[src/design/wus_pkg.sv]
// Package for the windowed usage statistics unit: word types, op codes and widths.
// Used by wus_div and windowed_usage_statistics_unit; depends on nothing else.
`timescale 1ns / 1ps

package wus_pkg;

    // Width of the running signed memory sum.
    localparam int SUM_BITS = 48;
    // Width of the divider step counter, able to hold SUM_BITS itself.
    localparam int CNT_BITS = $clog2(SUM_BITS + 1);

    localparam logic [31:0] SIGNED_WORD_MAX = 32'h7FFF_FFFF;
    localparam logic [31:0] SIGNED_WORD_MIN = 32'h8000_0000;
    localparam logic [31:0] WINDOW_TICKS_RESET = 32'd1000;

    // Op codes of an input word.
    localparam logic [1:0] OP_SAMPLE = 2'd0;
    localparam logic [1:0] OP_TICK   = 2'd1;
    localparam logic [1:0] OP_CLOSE  = 2'd2;

    // Status codes of a result word.
    localparam logic STATUS_OK      = 1'b0;
    localparam logic STATUS_REFUSED = 1'b1;

    typedef struct packed {
        logic [1:0]         op;
        logic [31:0]        cycles;
        logic signed [31:0] memory;
        logic [31:0]        now;
        logic signed [31:0] cur_mem;
    } item_t;

    typedef struct packed {
        logic               status;
        logic               window_closed;
        logic [31:0]        last_cycles;
        logic [31:0]        last_switches;
        logic signed [31:0] last_mean;
        logic signed [31:0] last_min;
        logic signed [31:0] last_max;
        logic [31:0]        window_stamp;
    } result_t;

endpackage

[src/design/windowed_usage_statistics_unit.sv]
// Top level of the windowed usage statistics unit: sequencer, accumulators and result word.
// Depends on wus_pkg and instantiates wus_div for the window mean.
//
//   Channel   Signals                          Direction  Word
//   item      item_valid, item_ready, item     in         item_t
//   result    result_valid, result_ready, result out      result_t
//   config    cfg_we, cfg_data                 in         window length in ticks
//
// A sample, tick, refused close or close of an empty window passes through the execute
// and push states after acceptance; the push waits while an earlier result is not taken.
// An accepted close with samples also waits in the divide state for the bit-serial
// divider that forms the mean. One word is in work at a time; the next word is taken
// once the result is in the output register, even while it waits. Reset clears all
// statistics; a stalled result only delays the following word.
`timescale 1ns / 1ps

module windowed_usage_statistics_unit (
    input  logic             clk,
    input  logic             rst_n,
    input  logic             item_valid,
    output logic             item_ready,
    input  wus_pkg::item_t   item,
    output logic             result_valid,
    input  logic             result_ready,
    output wus_pkg::result_t result,
    input  logic             cfg_we,
    input  logic [31:0]      cfg_data
);
    import wus_pkg::*;

    typedef enum logic [1:0] {
        ST_IDLE,
        ST_EXEC,
        ST_DIV,
        ST_PUSH
    } state_t;

    state_t              state_reg, state_next;
    item_t               item_reg;
    logic [31:0]         window_ticks_reg;
    logic [31:0]         cycle_sum_reg, cycle_sum_next;
    logic [31:0]         sample_count_reg, sample_count_next;
    logic [SUM_BITS-1:0] mem_sum_reg, mem_sum_next;
    logic signed [31:0]  mem_min_reg, mem_min_next;
    logic signed [31:0]  mem_max_reg, mem_max_next;
    logic [31:0]         deadline_reg, deadline_next;
    logic                closed_reg, closed_next;
    logic [31:0]         stamp_reg, stamp_next;
    logic                status_reg, status_next;
    logic                neg_reg, neg_next;
    logic [31:0]         last_cycles_reg, last_cycles_next;
    logic [31:0]         last_switches_reg, last_switches_next;
    logic signed [31:0]  last_mean_reg, last_mean_next;
    logic signed [31:0]  last_min_reg, last_min_next;
    logic signed [31:0]  last_max_reg, last_max_next;
    logic                result_valid_reg, result_valid_next;
    result_t             result_reg, result_next;

    logic                div_start;
    logic                div_done;
    logic [SUM_BITS-1:0] div_quotient;
    logic [SUM_BITS-1:0] sum_mag;
    logic [SUM_BITS-1:0] mem_ext;
    logic                quo_big;
    logic [31:0]         mean_sat;

    // Divider for the mean of the window.
    wus_div u_div (
        .clk      (clk),
        .rst_n    (rst_n),
        .start    (div_start),
        .dividend (sum_mag),
        .divisor  (sample_count_reg),
        .done     (div_done),
        .quotient (div_quotient)
    );

    // Magnitude of the signed sum and saturation of the signed quotient.
    always_comb
    begin
        sum_mag  = mem_sum_reg[SUM_BITS-1] ? (-mem_sum_reg) : mem_sum_reg;
        mem_ext  = SUM_BITS'(item_reg.memory);
        quo_big  = |div_quotient[SUM_BITS-1:31];
        if (neg_reg)
            mean_sat = quo_big ? SIGNED_WORD_MIN : (-div_quotient[31:0]);
        else
            mean_sat = quo_big ? SIGNED_WORD_MAX : div_quotient[31:0];
    end

    // Sequencer and datapath next values.
    always_comb
    begin
        state_next         = state_reg;
        cycle_sum_next     = cycle_sum_reg;
        sample_count_next  = sample_count_reg;
        mem_sum_next       = mem_sum_reg;
        mem_min_next       = mem_min_reg;
        mem_max_next       = mem_max_reg;
        deadline_next      = deadline_reg;
        closed_next        = closed_reg;
        stamp_next         = stamp_reg;
        status_next        = status_reg;
        neg_next           = neg_reg;
        last_cycles_next   = last_cycles_reg;
        last_switches_next = last_switches_reg;
        last_mean_next     = last_mean_reg;
        last_min_next      = last_min_reg;
        last_max_next      = last_max_reg;
        result_valid_next  = result_valid_reg;
        result_next        = result_reg;
        div_start          = 1'b0;

        // The consumer takes the waiting result word.
        if (result_valid_reg && result_ready)
            result_valid_next = 1'b0;

        case (state_reg)
            ST_IDLE:
            begin
                if (item_valid)
                    state_next = ST_EXEC;
            end
            ST_EXEC:
            begin
                status_next = STATUS_OK;
                state_next  = ST_PUSH;
                case (item_reg.op)
                    OP_SAMPLE:
                    begin
                        cycle_sum_next    = cycle_sum_reg + item_reg.cycles;
                        sample_count_next = sample_count_reg + 32'd1;
                        mem_sum_next      = mem_sum_reg + mem_ext;
                        if (item_reg.memory < mem_min_reg)
                            mem_min_next = item_reg.memory;
                        if (item_reg.memory > mem_max_reg)
                            mem_max_next = item_reg.memory;
                    end
                    OP_TICK:
                    begin
                        closed_next = 1'b0;
                        // Deadline reached: advance by one window, which keeps the
                        // grid fixed however late the tick comes.
                        if (!(deadline_reg > item_reg.now))
                        begin
                            if (deadline_reg != 32'd0)
                                closed_next = 1'b1;
                            deadline_next = deadline_reg + window_ticks_reg;
                            stamp_next    = item_reg.now;
                        end
                    end
                    OP_CLOSE:
                    begin
                        if (!closed_reg)
                        begin
                            status_next = STATUS_REFUSED;
                        end
                        else
                        begin
                            last_cycles_next   = cycle_sum_reg;
                            last_switches_next = sample_count_reg;
                            if (sample_count_reg != 32'd0)
                            begin
                                last_min_next = mem_min_reg;
                                last_max_next = mem_max_reg;
                                neg_next      = mem_sum_reg[SUM_BITS-1];
                                div_start     = 1'b1;
                                state_next    = ST_DIV;
                            end
                            else
                            begin
                                last_mean_next = item_reg.cur_mem;
                                last_min_next  = item_reg.cur_mem;
                                last_max_next  = item_reg.cur_mem;
                            end
                            cycle_sum_next    = '0;
                            sample_count_next = '0;
                            mem_sum_next      = '0;
                            mem_min_next      = SIGNED_WORD_MAX;
                            mem_max_next      = SIGNED_WORD_MIN;
                        end
                    end
                    default:
                    begin
                        status_next = STATUS_OK;
                    end
                endcase
            end
            ST_DIV:
            begin
                if (div_done)
                begin
                    last_mean_next = mean_sat;
                    state_next     = ST_PUSH;
                end
            end
            ST_PUSH:
            begin
                if (!result_valid_reg || result_ready)
                begin
                    result_next.status        = status_reg;
                    result_next.window_closed = closed_reg;
                    result_next.last_cycles   = last_cycles_reg;
                    result_next.last_switches = last_switches_reg;
                    result_next.last_mean     = last_mean_reg;
                    result_next.last_min      = last_min_reg;
                    result_next.last_max      = last_max_reg;
                    result_next.window_stamp  = stamp_reg;
                    result_valid_next         = 1'b1;
                    state_next                = ST_IDLE;
                end
            end
            default:
            begin
                state_next = ST_IDLE;
            end
        endcase
    end

    // State, statistics and the output register.
    always_ff @(posedge clk or negedge rst_n)
    begin
        if (!rst_n)
        begin
            state_reg         <= ST_IDLE;
            window_ticks_reg  <= WINDOW_TICKS_RESET;
            cycle_sum_reg     <= '0;
            sample_count_reg  <= '0;
            mem_sum_reg       <= '0;
            mem_min_reg       <= SIGNED_WORD_MAX;
            mem_max_reg       <= SIGNED_WORD_MIN;
            deadline_reg      <= '0;
            closed_reg        <= 1'b0;
            stamp_reg         <= '0;
            status_reg        <= STATUS_OK;
            neg_reg           <= 1'b0;
            last_cycles_reg   <= '0;
            last_switches_reg <= '0;
            last_mean_reg     <= '0;
            last_min_reg      <= '0;
            last_max_reg      <= '0;
            result_valid_reg  <= 1'b0;
        end
        else
        begin
            state_reg         <= state_next;
            if (cfg_we)
                window_ticks_reg <= cfg_data;
            cycle_sum_reg     <= cycle_sum_next;
            sample_count_reg  <= sample_count_next;
            mem_sum_reg       <= mem_sum_next;
            mem_min_reg       <= mem_min_next;
            mem_max_reg       <= mem_max_next;
            deadline_reg      <= deadline_next;
            closed_reg        <= closed_next;
            stamp_reg         <= stamp_next;
            status_reg        <= status_next;
            neg_reg           <= neg_next;
            last_cycles_reg   <= last_cycles_next;
            last_switches_reg <= last_switches_next;
            last_mean_reg     <= last_mean_next;
            last_min_reg      <= last_min_next;
            last_max_reg      <= last_max_next;
            result_valid_reg  <= result_valid_next;
        end
    end

    // Payload registers for the accepted word and the result word.
    always_ff @(posedge clk)
    begin
        if (item_valid && item_ready)
            item_reg <= item;
        result_reg <= result_next;
    end

    assign item_ready   = (state_reg == ST_IDLE);
    assign result_valid = result_valid_reg;
    assign result       = result_reg;

`ifndef NO_ASSERTIONS
    // An accepted word is executed in the following cycle.
    a_accept_exec: assert property (@(posedge clk) disable iff (!rst_n)
        (item_valid && item_ready) |=> (state_reg == ST_EXEC))
        else $error("accepted word not executed");

    // The divider finishes only while the sequencer waits for it.
    a_div_done_state: assert property (@(posedge clk) disable iff (!rst_n)
        div_done |-> (state_reg == ST_DIV))
        else $error("divider finished outside the divide state");

    // A division is never started with a zero sample count.
    a_div_nonzero: assert property (@(posedge clk) disable iff (!rst_n)
        div_start |-> (sample_count_reg != 32'd0))
        else $error("division started with zero divisor");
`endif

endmodule

[src/design/wus_div.sv]
// Restoring unsigned divider for the window mean: one quotient bit per cycle.
// Depends on wus_pkg for SUM_BITS and CNT_BITS.
`timescale 1ns / 1ps

module wus_div (
    input  logic                         clk,
    input  logic                         rst_n,
    input  logic                         start,
    input  logic [wus_pkg::SUM_BITS-1:0] dividend,
    input  logic [31:0]                  divisor,
    output logic                         done,
    output logic [wus_pkg::SUM_BITS-1:0] quotient
);
    import wus_pkg::*;

    logic                busy_reg;
    logic                done_reg;
    logic [CNT_BITS-1:0] cnt_reg;
    logic [31:0]         rem_reg;
    logic [31:0]         divisor_reg;
    logic [SUM_BITS-1:0] quo_reg;

    logic [32:0]         rem_shift;
    logic [32:0]         rem_diff;
    logic                fits;

    // One shift, compare and subtract step of the restoring division.
    always_comb
    begin
        rem_shift = {rem_reg, quo_reg[SUM_BITS-1]};
        rem_diff  = rem_shift - {1'b0, divisor_reg};
        fits      = (rem_shift >= {1'b0, divisor_reg});
    end

    // Step sequencer: load on start, then SUM_BITS steps, then a done pulse.
    always_ff @(posedge clk or negedge rst_n)
    begin
        if (!rst_n)
        begin
            busy_reg <= 1'b0;
            done_reg <= 1'b0;
            cnt_reg  <= '0;
        end
        else
        begin
            done_reg <= 1'b0;
            if (start)
            begin
                busy_reg <= 1'b1;
                cnt_reg  <= CNT_BITS'(SUM_BITS);
            end
            else if (busy_reg)
            begin
                cnt_reg <= cnt_reg - CNT_BITS'(1);
                if (cnt_reg == CNT_BITS'(1))
                begin
                    busy_reg <= 1'b0;
                    done_reg <= 1'b1;
                end
            end
        end
    end

    // Remainder and quotient shift registers.
    always_ff @(posedge clk)
    begin
        if (start)
        begin
            rem_reg     <= '0;
            quo_reg     <= dividend;
            divisor_reg <= divisor;
        end
        else if (busy_reg)
        begin
            rem_reg <= fits ? rem_diff[31:0] : rem_shift[31:0];
            quo_reg <= {quo_reg[SUM_BITS-2:0], fits};
        end
    end

    assign done     = done_reg;
    assign quotient = quo_reg;

endmodule
[config.mk]
export PLATFORM = sky130hd
export DESIGN_NAME = windowed_usage_statistics_unit
export DESIGN_NICKNAME = d
export VERILOG_FILES = /design/src/design/wus_pkg.sv /design/src/design/windowed_usage_statistics_unit.sv /design/src/design/wus_div.sv
export SDC_FILE = /design/constraint.sdc
export NUM_CORES = 2
export LEC_CHECK = 0
export BUFFER_PORTS_ARGS = -buffer_cell sky130_fd_sc_hd__buf_4
export CORE_MARGIN = 5
export CORE_UTILIZATION = 54
export CTS_BUF_LIST = sky130_fd_sc_hd__clkbuf_16
export DETAILED_ROUTE_END_ITERATION = 7
export PLACE_DENSITY_LB_ADDON = 0.08
export SYNTH_ARGS = -nofsm -noshare
export SYNTH_HDL_FRONTEND = slang
export SYNTH_SLANG_ARGS = --single-unit
[constraint.sdc]
create_clock -name clk -period 6.82 [get_ports clk]
set_input_delay 1.023 -clock clk [delete_from_list [all_inputs] [get_ports clk]]
set_output_delay 1.023 -clock clk [all_outputs]
set_load 0.02 [all_outputs]
==> results.sh <==
export IMPL_tns_ns=0
export IMPL_worst_pin_slew_ns=1.164
export IMPL_dp_hpwl_mm=74.09
export IMPL_post_cts_buffers=0
export IMPL_relSlewSlack_pct=22.38
export IMPL_fill_cells=6383
export IMPL_grt_pass1_wl_mm=166.0
export IMPL_cts_root_buf="clkbuf_16"
export IMPL_ioPinCount=363
export IMPL_period_share_pct=57.20
export IMPL_min_path_type="input pin to async pin"
export IMPL_portBuffers=362
export IMPL_synth_edf_count=404
export IMPL_cp_start_kind="flip-flop"
export IMPL_ir_drop_mv=0.2683
export IMPL_core_mm2=0.07887
export IMPL_grt_pass1_vias=29510
export IMPL_layout_common_cells="598 x nand2_1, 426 x o21ai_0, 407 x dfrtp_1"
export IMPL_cts_sinks=882
export IMPL_synth_ff_type="dfrtp_1"
export IMPL_synth_seq_cells=882
export IMPL_antenna_found_initial=2
export IMPL_core_rowCount=103
export IMPL_ys_types=79
export IMPL_grt_start_max_net_pins=153
export IMPL_syn_nets=4376
export IMPL_initial_core_util_pct=54.44
export IMPL_period_minus_slack_ns=3.901
export IMPL_critPathMaxFanout=5
export IMPL_synth_cells=3959
export IMPL_nNetsFinal=4703
export IMPL_synth_warnings=0
export IMPL_areaGrowthSynthToFinish_pct=16.27
export IMPL_cts_buffers_inserted=94
export IMPL_place_congestion=0.9045
export IMPL_drc=0
export IMPL_path_clk_slew_ns=0.06
export IMPL_path_class="flip-flop to flip-flop"
export IMPL_die_w_um=292.0
export IMPL_synth_area_mm2=0.04294
export IMPL_gr_total_overflow=0
export IMPL_routed_wl_mm=105.5
export IMPL_slew_violations=0
export IMPL_setup_violations=0
export IMPL_arrival_ns=4.40
export IMPL_syn_area_per_cell_um2=10.85
export IMPL_cp_end_kind="flip-flop"
export IMPL_cts_hold_buf=0
export IMPL_htreeDepth=3
export IMPL_wl_per_cell_um=19.46
export IMPL_num_vias=30340
export IMPL_dr_pass1_iters=5
export IMPL_ant_nets=0
export IMPL_finalHoldViolCount=0
export IMPL_gr_usage_all_layers_pct=24.18
export IMPL_drtIter0Drc=2251
export IMPL_final_common_cell="nand2_1"
export IMPL_multi_input_area_mm2=0.01775
export IMPL_clockBufferDepth=3
export IMPL_cts_resized=0
export IMPL_synthArstFlopShare_pct=50.57
export IMPL_skew_ns=0.03835
export IMPL_seqCellArea_mm2=0.02398
export IMPL_totalPowerFinal_uw=23070
export IMPL_die_area_mm2=0.08525
export IMPL_wl_met1_mm=48.61
export IMPL_status="finished, final reports clean"
export IMPL_routed_top_layer="met4"
export IMPL_met3WireLength_mm=6.513
export IMPL_timing_fmax_ghz=0.2564
export IMPL_clk_latency_ns=0.68
export IMPL_drive_gt1_share_pct=14.79
export IMPL_rsz0062_at_grt="no"
export IMPL_vias_per_cell=5.599
export IMPL_drv_cap=0
export IMPL_tritoncts="done"
export IMPL_cellPowerDensity_mw_per_mm2=462.2
export IMPL_power_leakage_uw=0.02246
export IMPL_die_h_um=292.0
export IMPL_wl_met2_mm=47.89
export IMPL_cp_required_ns=7.32
export IMPL_ys_seq_area_share_pct=55.85
export IMPL_largest_register_ffs=194
[worst max-delay path, stage by stage, from the launching register on]
cell and delay, ns:
edfxtp_1 0.44, ha_1 0.28, fa_1 0.42, a21oi_1 0.22
nor2_1 0.09, o21ai_0 0.31, a21oi_1 0.19, or4_1 0.61
a221o_1 0.45, a21boi_0 0.32, o21ai_0 0.15, xnor2_1 0.15
o21ai_0 0.09
[cell type report]
type	count	share of cell area, %
Clock buffer	94	4.712
Sequential cell	882	48.04
Inverter	182	1.368
Multi-Input combinational cell	2734	35.56
Tap cell	1050	2.632
Antenna cell	2	0.01003
Clock inverter	84	1.692
Timing Repair Buffer	392	5.985
[where the power goes]
group | total [µW] | internal, µW | switching [µW]
clock | 5230 | 3060 | 2170
combinational | 8730 | 3620 | 5110
sequential | 9110 | 7700 | 1410
[per-layer routing]
metal,global-route usage (%),vias up
met5,0,-
met1,35.35,14580
li1,-,14930
met3,4.350,122
met4,5.876,0
met2,38.00,717
[Yosys cell counts (27+ instances only)]
cell	instances	area (µm²)
nand3_1	46	230.2
or3_1	27	168.9
ha_1	246	3078
o31ai_1	28	210.2
nand2b_1	28	175.2
xor2_1	129	1130
nor2b_1	29	181.4
dfstp_2	38	998.5
o22a_1	32	280.3
nor2_1	164	615.6
a21o_1	112	840.8
nand4_1	41	256.5
nor4_1	27	168.9
inv_1	182	683.2
nor3_1	42	210.2
o21ai_0	426	2132
edfxtp_1	404	12130
mux2i_1	83	830.8
a22o_1	37	324.1
a21oi_1	224	1121
dfrtp_1	408	10210
nand2_1	598	2245
mux2_2	36	405.4
xnor2_1	83	727.0
clkbuf_1	148	555.5
and3_1	30	187.7
dfxtp_1	32	640.6
[metrics by stage]
stage / utilization [%] / std cells / worst slack [ns] / hold slack, ns / instance area [µm²]
final: 63.30 / 5420 / 2.919 / 0.2861 / 49920
after CTS: 63.29 / 5418 / 2.981 / 0.3149 / 49920
after floorplan: - / 3959 / 0.7016 / 0.4194 / 42940
after detailed placement: 59.24 / 5240 / 3.009 / 0.4287 / 46720
after global routing: 63.29 / 5419 / 2.713 / 0.3218 / 49920
after global placement: 59.24 / 5240 / 3.069 / 0.4281 / 46720
[final timing paths]
check,startpoint,to,slack (ns),depth (start not counted)
min,rst_n,last_cycles_reg[15],0.29,1
min in group clk,last_min_reg[4],result[68],0.43,0
max,item_reg[64],mem_sum_reg[38],2.92,12
min reg2reg,last_min_reg[4],result[68],0.43,0
max reg2reg,item_reg[64],mem_sum_reg[38],2.92,12
max in group asynchronous,rst_n,last_switches_reg[16],5.07,2
[logic make-up (layout without fill, tap and decap cells)]
kind of cell / Yosys count / count (layout) / share of synthesized area [%]
compound gates: 1043 / 1043 / 14.83
xor+xnor: 212 / 212 / 4.325
fa+ha+maj: 250 / 250 / 7.355
buf+inv: 343 / 752 / 2.999
flops: 882 / 882 / 55.85
mux: 119 / 119 / 2.879
other cells: 0 / 2 / 0
simple gates: 1110 / 1110 / 11.76
Power figures use the tool's default switching activity.
